$ cat config.mk
export PLATFORM = sky130hd
export DESIGN_NAME = capwap_control_ip_rewriter_unit
export DESIGN_NICKNAME = d
export VERILOG_FILES = /design/src/hw/rtl/cciprw_pkg.sv /design/src/hw/rtl/cciprw_front.sv /design/src/hw/rtl/cciprw_queue.sv /design/src/hw/rtl/cciprw_back.sv /design/src/hw/rtl/capwap_control_ip_rewriter_unit.sv
export SDC_FILE = /design/constraint.sdc
export NUM_CORES = 1
export LEC_CHECK = 0
export ABC_AREA = 1
export BUFFER_PORTS_ARGS = -buffer_cell sky130_fd_sc_hd__buf_2
export CORE_UTILIZATION = 55
export CTS_BUF_LIST = sky130_fd_sc_hd__clkbuf_2 sky130_fd_sc_hd__clkbuf_4 sky130_fd_sc_hd__clkbuf_8
export CTS_CLUSTER_SIZE = 24
export DETAILED_ROUTE_END_ITERATION = 10
export HOLD_SLACK_MARGIN = 0.03
export PLACE_DENSITY = 0.75
export SLEW_MARGIN = 20
export SYNTH_ARGS = -nofsm -noshare
export SYNTH_HDL_FRONTEND = slang
export SYNTH_SLANG_ARGS = --single-unit
$ cat constraint.sdc
create_clock -name clk -period 5.05 [get_ports clk]
set_clock_uncertainty 0.2 [all_clocks]
set_input_delay 0.2525 -clock clk [delete_from_list [all_inputs] [get_ports clk]]
set_output_delay 0.2525 -clock clk [all_outputs]
set_load 0.05 [all_outputs]
$ cat src/hw/rtl/cciprw_pkg.sv
// ----------------------------------------------------------------------------
// CAPWAP control address rewriter package
// Shared payload types, widths and protocol constants.
// ----------------------------------------------------------------------------
package cciprw_pkg;

  localparam int MAX_PACKET = 2048;
  localparam int POS_W      = $clog2(MAX_PACKET + 1);

  localparam int QDEPTH = 4;
  localparam int QA_W   = $clog2(QDEPTH);
  localparam int QC_W   = $clog2(QDEPTH + 1);

  localparam int NUM_REGS = 2;
  localparam int REG_W    = 32;
  localparam int IDX_W    = $clog2(NUM_REGS);

  localparam logic [IDX_W-1:0] REG_LISTEN_IPV4    = IDX_W'(0);
  localparam logic [IDX_W-1:0] REG_REWRITE_ENABLE = IDX_W'(1);

  localparam logic [31:0] MSG_DISCOVERY_RESP = 32'd2;
  localparam logic [15:0] ELEM_CTRL_IPV4     = 16'd10;
  localparam logic [2:0]  ADDR_BYTES         = 3'd4;

  typedef struct packed {
    logic [7:0] in_byte;
    logic       in_last;
  } in_t;

  typedef struct packed {
    logic [7:0] out_byte;
    logic       out_last;
    logic       out_rewritten;
  } out_t;

  typedef struct packed {
    logic [7:0] data;
    logic       last;
    logic       sub;
    logic [1:0] sel;
  } cmd_t;

  function automatic logic [7:0] addr_byte(input logic [31:0] addr, input logic [1:0] sel);
    logic [31:0] sh;
    sh = addr >> {sel, 3'b000};
    return sh[7:0];
  endfunction

endpackage

$ cat src/hw/rtl/cciprw_front.sv
// ----------------------------------------------------------------------------
// Rewriter front end
// Parses the packet byte by byte and tags address bytes for substitution.
// ----------------------------------------------------------------------------
module cciprw_front
  import cciprw_pkg::*;
(
  input  logic        clk,
  input  logic        rst,
  input  logic [31:0] listen_ipv4,
  input  logic        rewrite_enable,
  input  logic        take,
  input  in_t         item,
  output cmd_t        cmd
);

  typedef enum logic [2:0] {
    PH_IDLE,
    PH_HDR,
    PH_EHEAD,
    PH_EBODY,
    PH_PASS
  } phase_t;

  phase_t           phase, phase_next;
  logic [POS_W-1:0] pos, pos_next;
  logic [6:0]       header_bytes, header_bytes_next;
  logic [31:0]      type_shift, type_shift_next;
  logic [15:0]      message_left, message_left_next;
  logic [31:0]      element_head, element_head_next;
  logic [15:0]      element_left, element_left_next;
  logic [2:0]       sub_count, sub_count_next;

  logic        pos_ok;
  logic        sub_now;
  logic [2:0]  sub_idx;
  logic [7:0]  ob;
  logic [7:0]  b;
  logic [31:0] pos32;
  logic [31:0] hb32;
  logic [31:0] head_new;
  logic [16:0] total;
  logic [15:0] el_dec;

  assign b       = item.in_byte;
  assign pos_ok  = pos < POS_W'(MAX_PACKET);
  assign sub_now = pos_ok && (sub_count != 3'd0);
  assign sub_idx = sub_count - 3'd1;
  assign ob      = sub_now ? addr_byte(listen_ipv4, sub_idx[1:0]) : b;
  assign pos32   = 32'(pos);
  assign hb32    = 32'(header_bytes);
  assign head_new = {element_head[23:0], ob};
  assign total    = {1'b0, head_new[15:0]} + 17'd4;
  assign el_dec   = (element_left != 16'd0) ? element_left - 16'd1 : element_left;

  assign cmd.data = b;
  assign cmd.last = item.in_last;
  assign cmd.sub  = sub_now;
  assign cmd.sel  = sub_idx[1:0];

  always_comb begin
    phase_next        = phase;
    pos_next          = pos;
    header_bytes_next = header_bytes;
    type_shift_next   = type_shift;
    message_left_next = message_left;
    element_head_next = element_head;
    element_left_next = element_left;
    sub_count_next    = sub_count;
    if (pos_ok) begin
      if (sub_now) begin
        sub_count_next = sub_idx;
      end
      unique case (phase)
        PH_IDLE: begin
          type_shift_next = {24'd0, b};
          phase_next      = (b == 8'd0) ? PH_HDR : PH_PASS;
        end
        PH_HDR: begin
          type_shift_next = {type_shift[23:0], b};
          if (pos == POS_W'(1)) begin
            header_bytes_next = {b[7:3], 2'b00};
          end
          priority if (pos32 == hb32 + 32'd3) begin
            if ({type_shift[23:0], b} != MSG_DISCOVERY_RESP) begin
              phase_next = PH_PASS;
            end
          end else if (pos32 == hb32 + 32'd5) begin
            message_left_next = {b, 8'd0};
          end else if (pos32 == hb32 + 32'd6) begin
            message_left_next = {message_left[15:8], b};
          end else if (pos32 == hb32 + 32'd7) begin
            if (message_left == 16'd0) begin
              phase_next = PH_PASS;
            end else begin
              phase_next        = PH_EHEAD;
              element_head_next = 32'd0;
              element_left_next = 16'd0;
            end
          end else begin
          end
        end
        PH_EHEAD: begin
          element_head_next = head_new;
          element_left_next = element_left + 16'd1;
          if (element_left >= 16'd3) begin
            if (head_new[31:16] == ELEM_CTRL_IPV4 && rewrite_enable) begin
              sub_count_next = ADDR_BYTES;
            end
            element_head_next = 32'd0;
            if (total >= {1'b0, message_left}) begin
              message_left_next = 16'd0;
              element_left_next = 16'd0;
              phase_next        = PH_PASS;
            end else begin
              message_left_next = message_left - total[15:0];
              if (head_new[15:0] == 16'd0) begin
                element_left_next = 16'd0;
              end else begin
                element_left_next = head_new[15:0];
                phase_next        = PH_EBODY;
              end
            end
          end
        end
        PH_EBODY: begin
          element_left_next = el_dec;
          if (el_dec == 16'd0) begin
            element_head_next = 32'd0;
            phase_next        = PH_EHEAD;
          end
        end
        PH_PASS: begin
        end
        default: begin
        end
      endcase
      pos_next = pos + POS_W'(1);
    end
  end

  always_ff @(posedge clk) begin
    if (rst) begin
      phase        <= PH_IDLE;
      pos          <= '0;
      header_bytes <= '0;
      type_shift   <= '0;
      message_left <= '0;
      element_head <= '0;
      element_left <= '0;
      sub_count    <= '0;
    end else if (take) begin
      if (item.in_last) begin
        phase        <= PH_IDLE;
        pos          <= '0;
        header_bytes <= '0;
        type_shift   <= '0;
        message_left <= '0;
        element_head <= '0;
        element_left <= '0;
        sub_count    <= '0;
      end else begin
        phase        <= phase_next;
        pos          <= pos_next;
        header_bytes <= header_bytes_next;
        type_shift   <= type_shift_next;
        message_left <= message_left_next;
        element_head <= element_head_next;
        element_left <= element_left_next;
        sub_count    <= sub_count_next;
      end
    end
  end

`ifndef ASSERT_OFF
  a_sub_count_bound: assert property (@(posedge clk) disable iff (rst)
    sub_count <= ADDR_BYTES)
    else $error("substitution count out of range");

  a_clear_after_last: assert property (@(posedge clk) disable iff (rst)
    take && item.in_last |=> phase == PH_IDLE && pos == '0 && sub_count == 3'd0)
    else $error("parse state not cleared after last word");

  a_pos_saturates: assert property (@(posedge clk) disable iff (rst)
    pos <= POS_W'(MAX_PACKET))
    else $error("byte position beyond saturation");
`endif

endmodule

$ cat src/hw/rtl/cciprw_queue.sv
// ----------------------------------------------------------------------------
// Rewriter command queue
// Short first-in first-out buffer between the front and back ends.
// ----------------------------------------------------------------------------
module cciprw_queue
  import cciprw_pkg::*;
(
  input  logic clk,
  input  logic rst,
  input  logic wr,
  input  cmd_t wr_cmd,
  input  logic rd,
  output cmd_t rd_cmd,
  output logic q_full,
  output logic q_empty
);

  cmd_t            slots [QDEPTH];
  logic [QA_W-1:0] wr_ptr;
  logic [QA_W-1:0] rd_ptr;
  logic [QC_W-1:0] count;
  logic            do_wr;
  logic            do_rd;

  assign q_full  = count == QC_W'(QDEPTH);
  assign q_empty = count == '0;
  assign do_wr   = wr && !q_full;
  assign do_rd   = rd && !q_empty;
  assign rd_cmd  = slots[rd_ptr];

  always_ff @(posedge clk) begin
    if (do_wr) begin
      slots[wr_ptr] <= wr_cmd;
    end
  end

  always_ff @(posedge clk) begin
    if (rst) begin
      wr_ptr <= '0;
      rd_ptr <= '0;
      count  <= '0;
    end else begin
      if (do_wr) begin
        wr_ptr <= wr_ptr + QA_W'(1);
      end
      if (do_rd) begin
        rd_ptr <= rd_ptr + QA_W'(1);
      end
      unique case ({do_wr, do_rd})
        2'b10:   count <= count + QC_W'(1);
        2'b01:   count <= count - QC_W'(1);
        default: count <= count;
      endcase
    end
  end

`ifndef ASSERT_OFF
  a_count_bound: assert property (@(posedge clk) disable iff (rst)
    count <= QC_W'(QDEPTH))
    else $error("queue count out of range");

  a_ptr_track: assert property (@(posedge clk) disable iff (rst)
    (count == QC_W'(QDEPTH) || count == '0) |-> wr_ptr == rd_ptr)
    else $error("queue pointers disagree with count");
`endif

endmodule

$ cat src/hw/rtl/cciprw_back.sv
// ----------------------------------------------------------------------------
// Rewriter back end
// Applies address substitution and holds the word on the result side.
// ----------------------------------------------------------------------------
module cciprw_back
  import cciprw_pkg::*;
(
  input  logic        clk,
  input  logic        rst,
  input  logic [31:0] listen_ipv4,
  input  cmd_t        cmd,
  input  logic        cmd_avail,
  output logic        cmd_take,
  input  logic        pop,
  output logic        empty,
  output out_t        result
);

  logic out_valid;
  out_t hold;

  assign cmd_take = cmd_avail && (!out_valid || pop);
  assign empty    = !out_valid;
  assign result   = hold;

  always_ff @(posedge clk) begin
    if (rst) begin
      out_valid <= 1'b0;
    end else if (cmd_take) begin
      out_valid <= 1'b1;
    end else if (pop) begin
      out_valid <= 1'b0;
    end
  end

  always_ff @(posedge clk) begin
    if (cmd_take) begin
      hold.out_byte      <= cmd.sub ? addr_byte(listen_ipv4, cmd.sel) : cmd.data;
      hold.out_last      <= cmd.last;
      hold.out_rewritten <= cmd.sub;
    end
  end

endmodule

$ cat src/hw/rtl/capwap_control_ip_rewriter_unit.sv
// ----------------------------------------------------------------------------
// CAPWAP control address rewriter
// Streams packet words and writes the listen address into control address
// elements of discovery responses.
// ----------------------------------------------------------------------------
// Path: an accepted word is written into the queue, then registered in the result stage that drives the result ports.
// Throughput: one word per cycle while the queue is not full; the front parses each word as it is taken.
// The four-entry queue lets front and back stall independently.
// Reset: synchronous rst clears parse state, queue, result stage and registers.
module capwap_control_ip_rewriter_unit
  import cciprw_pkg::*;
(
  input  logic             clk,
  input  logic             rst,
  input  logic             push,
  output logic             full,
  input  in_t              item,
  output logic             empty,
  input  logic             pop,
  output out_t             result,
  input  logic             wr_en,
  input  logic [IDX_W-1:0] wr_index,
  input  logic [REG_W-1:0] wr_data
);

  logic [31:0] listen_ipv4;
  logic        rewrite_enable;
  logic        take;
  cmd_t        front_cmd;
  cmd_t        back_cmd;
  logic        q_empty;
  logic        cmd_take;

  always_ff @(posedge clk) begin
    if (rst) begin
      listen_ipv4    <= '0;
      rewrite_enable <= 1'b0;
    end else if (wr_en) begin
      unique case (wr_index)
        REG_LISTEN_IPV4:    listen_ipv4    <= wr_data[31:0];
        REG_REWRITE_ENABLE: rewrite_enable <= wr_data[0];
        default: begin
        end
      endcase
    end
  end

  assign take = push && !full;

  cciprw_front u_front (
    .clk            (clk),
    .rst            (rst),
    .listen_ipv4    (listen_ipv4),
    .rewrite_enable (rewrite_enable),
    .take           (take),
    .item           (item),
    .cmd            (front_cmd)
  );

  cciprw_queue u_queue (
    .clk     (clk),
    .rst     (rst),
    .wr      (take),
    .wr_cmd  (front_cmd),
    .rd      (cmd_take),
    .rd_cmd  (back_cmd),
    .q_full  (full),
    .q_empty (q_empty)
  );

  cciprw_back u_back (
    .clk         (clk),
    .rst         (rst),
    .listen_ipv4 (listen_ipv4),
    .cmd         (back_cmd),
    .cmd_avail   (!q_empty),
    .cmd_take    (cmd_take),
    .pop         (pop),
    .empty       (empty),
    .result      (result)
  );

endmodule
* Yosys cells after proc, flatten, opt, wreduce, memory -nomap -nowiden
Memories as Yosys holds them, arrays and structs flattened. A register that Yosys moved wholly into a read port is not among the register bits.
Cells that the tools add are included.
** Cells by class
- Add/subtract/negate cells :: 14
- Magnitude comparators :: 3
- Equality and inequality tests :: 27
- Shifts and indexed selects :: 2
- Mux-type cells :: 68
- Bitwise operators :: 1
- Reductions and logical operators :: 37
** Operators by type and width (number)
- $mux 16 :: 17
- $mux 24 :: 11
- $eq 12x32->1 :: 4
- $pmux 24 s3 :: 1
- $shr 32x5->8 :: 2
- $mux 3 :: 19
- $logic_not 16->1 :: 3
- $pmux 16 s3 :: 1
- $pmux 24 s2 :: 1
- $ne 32x2->1 const B :: 1
- $pmux 16 s2 :: 1
- $mux 7 :: 4
- $add 7x3->8 const B :: 3
- $mux 12 :: 2
- $mux 8 :: 3
- $add 16x3->17 const B :: 1
- $ge 17x16->1 :: 1
- $add 16x1->16 const B :: 1
- $eq 16x4->1 const B :: 1
- $ge 16x2->1 const B :: 1
- $reduce_bool 16->1 :: 1
- $sub 16x1->16 const B :: 1
- $sub 16x16->16 :: 1
- $add 12x1->12 const B :: 1
- other kinds (37) :: 70
** Word-level totals
- Register bits after elaboration :: 156
- Bits in writable memories :: 48
- Input bits :: 47
- Output and inout bits :: 12
- Word-level logic and storage cells :: 171
- Memories :: 1
** Memories
- u_queue.slots :: depth 4, width 12, rd ports 1, clocked after Yosys merged registers in 1, write ports 1, line cciprw_queue.sv:18 : cmd_t slots [QDEPTH];

* Logic depth before layout (Yosys ltp)
- Word-level depth :: 10
- Mapped depth :: 36

* Hierarchy
From an unflattened synthesis, not the netlist that was laid out.
** Second synthesis, totals
- Cell total of the unflattened synthesis :: 1789
- Area, all modules :: 12345.6 µm²
** Modules (own cells, without submodules)
- cciprw_front :: times used 1, cells each 1249, area each 7716.2 µm²
- cciprw_queue :: times used 1, cells each 186, area each 2285.9 µm²
- capwap_control_ip_rewriter_unit :: times used 1, cells each 217, area each 1503.9 µm²
- cciprw_back :: times used 1, cells each 137, area each 839.6 µm²

* Least setup slack after synthesis
No wires, ideal clock.
- Kind :: register to register
- Start point :: register u_front.sub_count[0]
- End point :: register u_front.message_left[6]
- Setup time :: 0.071 ns
- Arrival time :: 4.140 ns
- Required time :: 4.779 ns
- Path slack :: 0.639 ns
- Cell stages (with the launch flop) :: 32
- Path buffers :: 3
- Clock period less this slack :: 4.411 ns
- Cells stage by stage :: dfxtp_1 > inv_2 > buf_6 > ha_1 > buf_4 > inv_2 > a21oi_1 > o21ai_1 > nand2_1 > nand2_1 > o21ai_2 > inv_2 > ha_1 > nand3_1 > nor2_2 > nand2_1 > or4_1 > xor2_1 > inv_1 > ha_1 > nand2_1 > nor2_1 > a211oi_1 > nand2_1 > nand2_1 > nand2_1 > nand2_2 > buf_2 > nand2_2 > o21ai_1 > nand3_1 > a21oi_1
** RTL lines
- from (decl) :: line cciprw_front.sv:32 : logic [2:0] sub_count, sub_count_next;
- from (signal assigned) :: line cciprw_front.sv:170 : sub_count <= sub_count_next;
- to (signal assigned) :: line cciprw_front.sv:167 : message_left <= message_left_next;
- to (decl) :: line cciprw_front.sv:29 : logic [15:0] message_left, message_left_next;

* Final worst setup path
- Start point :: register u_front.sub_count[0]
- End point :: register u_front.phase[0]
** On the way
- Longest elaborated chain between the ends :: 10
- Elaborated cells between the ends (all ways) :: 15
- Those cells by class :: add/sub (2); order compare (1); eq/ne (1); shift (1); mux (6); reduce/logical (4)
** RTL lines
- $sub 3x1->3 or $reduce_bool 3->1 (tied branches) :: line cciprw_front.sv:48, cciprw_front.sv:47
- $shr 32x5->8 or $logic_and 1x1->1 (tied branches) :: line cciprw_pkg.sv:45, cciprw_front.sv:47
- $mux 8 (*) :: line cciprw_front.sv:49 : assign ob = sub_now ? addr_byte(listen_ipv4, sub_idx[1:0]) : b;
- $add 16x3->17 :: line cciprw_front.sv:53 : assign total = {1'b0, head_new[15:0]} + 17'd4;
- $ge 17x16->1 :: line cciprw_front.sv:111 : if (total >= {1'b0, message_left}) begin
- $mux 3 :: line cciprw_front.sv:111
- $mux 3 :: line cciprw_front.sv:106 : if (element_left >= 16'd3) begin
- $pmux 3 s4 :: line cciprw_front.sv:74 : unique case (phase)
- $mux 3 :: line cciprw_front.sv:70 : if (pos_ok) begin
- $mux 3 :: line cciprw_front.sv:153 : if (item.in_last) begin
- to (signal assigned) :: line cciprw_front.sv:163 : phase <= phase_next;
- to (decl) :: line cciprw_front.sv:25 : phase_t phase, phase_next;
Every way passes the cells marked *; elsewhere a longest branch is shown, timed or not. The select of a mux whose other input is x is not followed.
A chain may end at the register's enable or synchronous reset.

==> flow_metrics.tcl <==
set metrics [dict create \
    grt_max_degree 66 \
    drc_errors 0 \
    min_path_type "in2reg" \
    synth.distinct_cells 52 \
    boundaryPins 59 \
    syn-cell-area_mm2 0.01187 \
    rows 53 \
    core-area_mm2 0.02109 \
    place_hpwl_um 22860 \
    design_area_mm2 0.01372 \
    maxSlewViolCount 0 \
    yosys_most_used_dff "dfxtp_1" \
    drive_gt1_share_pct 14.00 \
    rr_worst_depth 28 \
    cts_buffer_depth 3 \
    total_power_mw 5.312 \
    synth_nets 1728 \
    cp_data_required_time_ns 5.23 \
    synth.avg_cell_area_um2 7.271 \
    tightest_slew_ns 1.098 \
    synth-seq-area-share_pct 39.28 \
    placed_area_mm2 0.01232 \
    area_growth_pct 15.58 \
    cts-htree-levels 2 \
    slew-limit-headroom_pct 26.71 \
    wl_per_cell_um 16.31 \
    io_buffers 58 \
    crit_fanout 19 \
    grt_pass1_wl_um 53360 \
    slowest_stage "or4_4" \
    power_density_mw_per_mm2 387.1 \
    r2r_start "u_front.sub_count[0]" \
    crit_path_end_kind "flop" \
    period_minus_slack_ns 4.599 \
    drv_cap 0 \
    dieArea_mm2 0.02218 \
    synth_top_area_cell "dfxtp_1" \
    r2r_slack_ns 0.45 \
    grt_usage_pct 30.14 \
    yosysWarnings 0 \
    numClockSinks 204 \
    slowest_delay_ns 0.44 \
    synth_top_cell_area_share_pct 24.62 \
    whs_ns 0.07872 \
    antenna_found_initial 0 \
    dr.first_iter.drc_count 936 \
    clk_pin_slew_ns 0.06 \
    rsz0062_at_grt "no" \
    grt_overflow_total 0 \
    min_from "wr_index" \
    clk_latency_ns 0.55 \
    hold_viol_final 0 \
    netlist_instances 1633 \
    final_nets 1830 \
    post-place-cells 1921 \
    reg2reg_to "u_front.phase[0]" \
    grt_pass1_vias 10790 \
    fillCellCount 1846 \
    synthTopCellsByArea "dfxtp_1 25%, edfxtp_1 15%, nand2_1 10%, nor2_1 6.8%, a21oi_1 6.4%" \
    first_pass_iters 7 \
    arrival_ns 4.78 \
    wl_um 33260 \
    ff_latch_area_mm2 0.004664 \
    cp_common_cell "nand2_1" \
    tritoncts "built" \
    finalSetupViolations 0 \
    status "finished, final reports clean" \
    whs_endpoint "listen_ipv4[18]" \
    synthArstFlopShare_pct 0 \
    vias 11420 \
    antenna_cells 0 \
    cts-root-buf "clkbuf_8" \
    ir_drop_v 0.0002548 \
    place.gp.congestion 0.9168 \
    hold_depth 5 \
    synth_edf_count 58 \
    fin_setup_tns_ns 0 \
    die_width_um 148.9 \
    finalNonFillerCells 2039 \
    viasPerCell 5.599 \
    cts_buffers 37 \
    period_share_pct 91.07 \
    multi_input_comb_area_mm2 0.006284 \
    initial_utilization_pct 56.31 \
    crit_type "reg2reg" \
    clock.fmax_mhz 217.4 \
    ant_nets 0 \
    synth_seq_cells 204 \
    start_kind "flop" \
    leakagePower_nw 5.774 \
    fp.dieH_um 148.9 \
]
-- layer usage --
layer	wire length (um)	global-route usage [%]	up-vias
met4	1080	12.45	0
li1	-	-	5624
met5	0	0	-
met2	15660	50.67	430
met1	14370	38.47	5273
met3	2159	4.740	90
-- cells by family (layout without fill, tap and decap cells) --
kind of cell               Yosys count  count (layout)  synth area share, %
xor gates and xnor gates            33              33                2.497
buffers and inverters              251             382                8.641
adders and majority gates           48              48                5.184
and+or+nand+nor                    759             759                28.76
DFF                                204             204                39.28
AOI/OAI and AO/OA                  338             338                15.64
-- worst max-delay path: cells and delay by family, from the launching register on --
kind / cells / cell delay [ns]
AOI/OAI and AO/OA: 3 / 0.20
xor gates and xnor gates: 1 / 0.17
adders and majority gates: 3 / 0.77
buffers and inverters: 6 / 0.61
DFF: 1 / 0.35
and+or+nand+nor: 15 / 2.10
-- stage by stage --
stage	util [%]	worst slack [ns]
global route	65.08	0.07366
detailed placement	58.43	0.2220
global placement	58.42	0.3364
CTS	64.44	0.1293
finish	65.08	0.4509
floorplan	-	0.6394
-- cell usage after synthesis (3+ instances only) --
library cell	number
o21ai_0	95
buf_2	10
nor2_1	214
nand4_1	25
dfxtp_1	146
o21bai_1	7
o21ai_1	33
nand3_1	92
buf_4	3
a211oi_2	4
nor4_1	17
o31ai_1	7
inv_1	163
clkbuf_1	39
nor2_4	5
nor3_2	14
nor3_1	23
ha_1	46
xor2_1	22
nand2_2	13
a21oi_1	151
a31oi_1	7
xnor2_1	10
nor2_2	15
o22ai_1	7
buf_6	8
o21ai_2	4
inv_2	24
edfxtp_1	58
o21a_1	3
nand2_1	325
a211oi_1	5
o211ai_1	8
nand3b_1	3
-- worst max path at each step --
stage | from | end | slack (ns) | cells past startpoint
after floorplan | u_front.sub_count[0] | u_front.message_left[6] | 0.64 | 31
after global placement | u_front.sub_count[0] | u_front.phase[0] | 0.34 | 30
after detailed placement | u_front.sub_count[0] | u_front.phase[0] | 0.22 | 30
after CTS | u_front.sub_count[0] | u_front.phase[0] | 0.13 | 30
after global routing | u_front.sub_count[0] | u_front.phase[2] | 0.07 | 31
final | u_front.sub_count[0] | u_front.phase[0] | 0.45 | 28
-- layout make-up --
class	instances	area share, %
repair buffers	125	6.600
clock inverters	18	1.213
clock buffers	50	4.741
flip-flops and latches	204	33.99
well taps	275	2.507
multi-input cells	1178	45.78
inverters	189	5.169
-- what timing repair did --
action / CTS / global route
endpoints found under the hold margin: 77 / 0
endpoints found under the setup margin: 0 / 35
setup buffers: 0 / 5
hold buffers: 45 / 0
gates resized for setup: 0 / 17
-- flip-flops by register name, indices dropped and copies added (netlist names), named ones only --
register / flops
rewrite_enable: 1
u_back.result: 10
u_front.type_shift: 24
u_queue.slots: 48
u_front.pos: 12
u_front.sub_count: 3
listen_ipv4: 32
u_front.message_left: 16
u_back.out_valid: 1
u_queue.wr_ptr: 2
u_queue.count: 3
u_front.phase: 3
u_front.element_left: 16
u_front.header_bytes: 5
u_queue.rd_ptr: 2
u_front.element_head: 24
-- cells in the final DEF (no fill, tap or decap), types with 8 or more instances in the layout --
| cell type | Yosys | final |
|---|---|---|
| nor4_1 | 17 | 17 |
| a21oi_1 | 151 | 151 |
| dlygate4sd3_1 | 0 | 45 |
| o21ai_1 | 33 | 34 |
| nand4_1 | 25 | 25 |
| nor2_2 | 15 | 21 |
| nor3_1 | 23 | 23 |
| o21ai_0 | 95 | 94 |
| dfxtp_1 | 146 | 146 |
| clkinv_1 | 2 | 9 |
| nand3_1 | 92 | 92 |
| xnor2_1 | 10 | 10 |
| inv_2 | 24 | 24 |
| nor2_1 | 214 | 207 |
| inv_1 | 163 | 163 |
| clkbuf_8 | 0 | 44 |
| nand2_2 | 13 | 13 |
| xor2_1 | 22 | 20 |
| buf_2 | 10 | 58 |
| nand2_1 | 325 | 324 |
| edfxtp_1 | 58 | 58 |
| buf_4 | 3 | 22 |
| nor3_2 | 14 | 13 |
| ha_1 | 46 | 42 |
| o211ai_1 | 8 | 8 |
-- where the power goes --
group          switching, mW  internal (mW)  leakage (nW)
combinational           1.10          0.486          3.63
clock                  0.718          0.999         0.431
sequential             0.103           1.91          1.71
total                   1.92           3.40          5.77
Power figures use the tool's default switching activity.
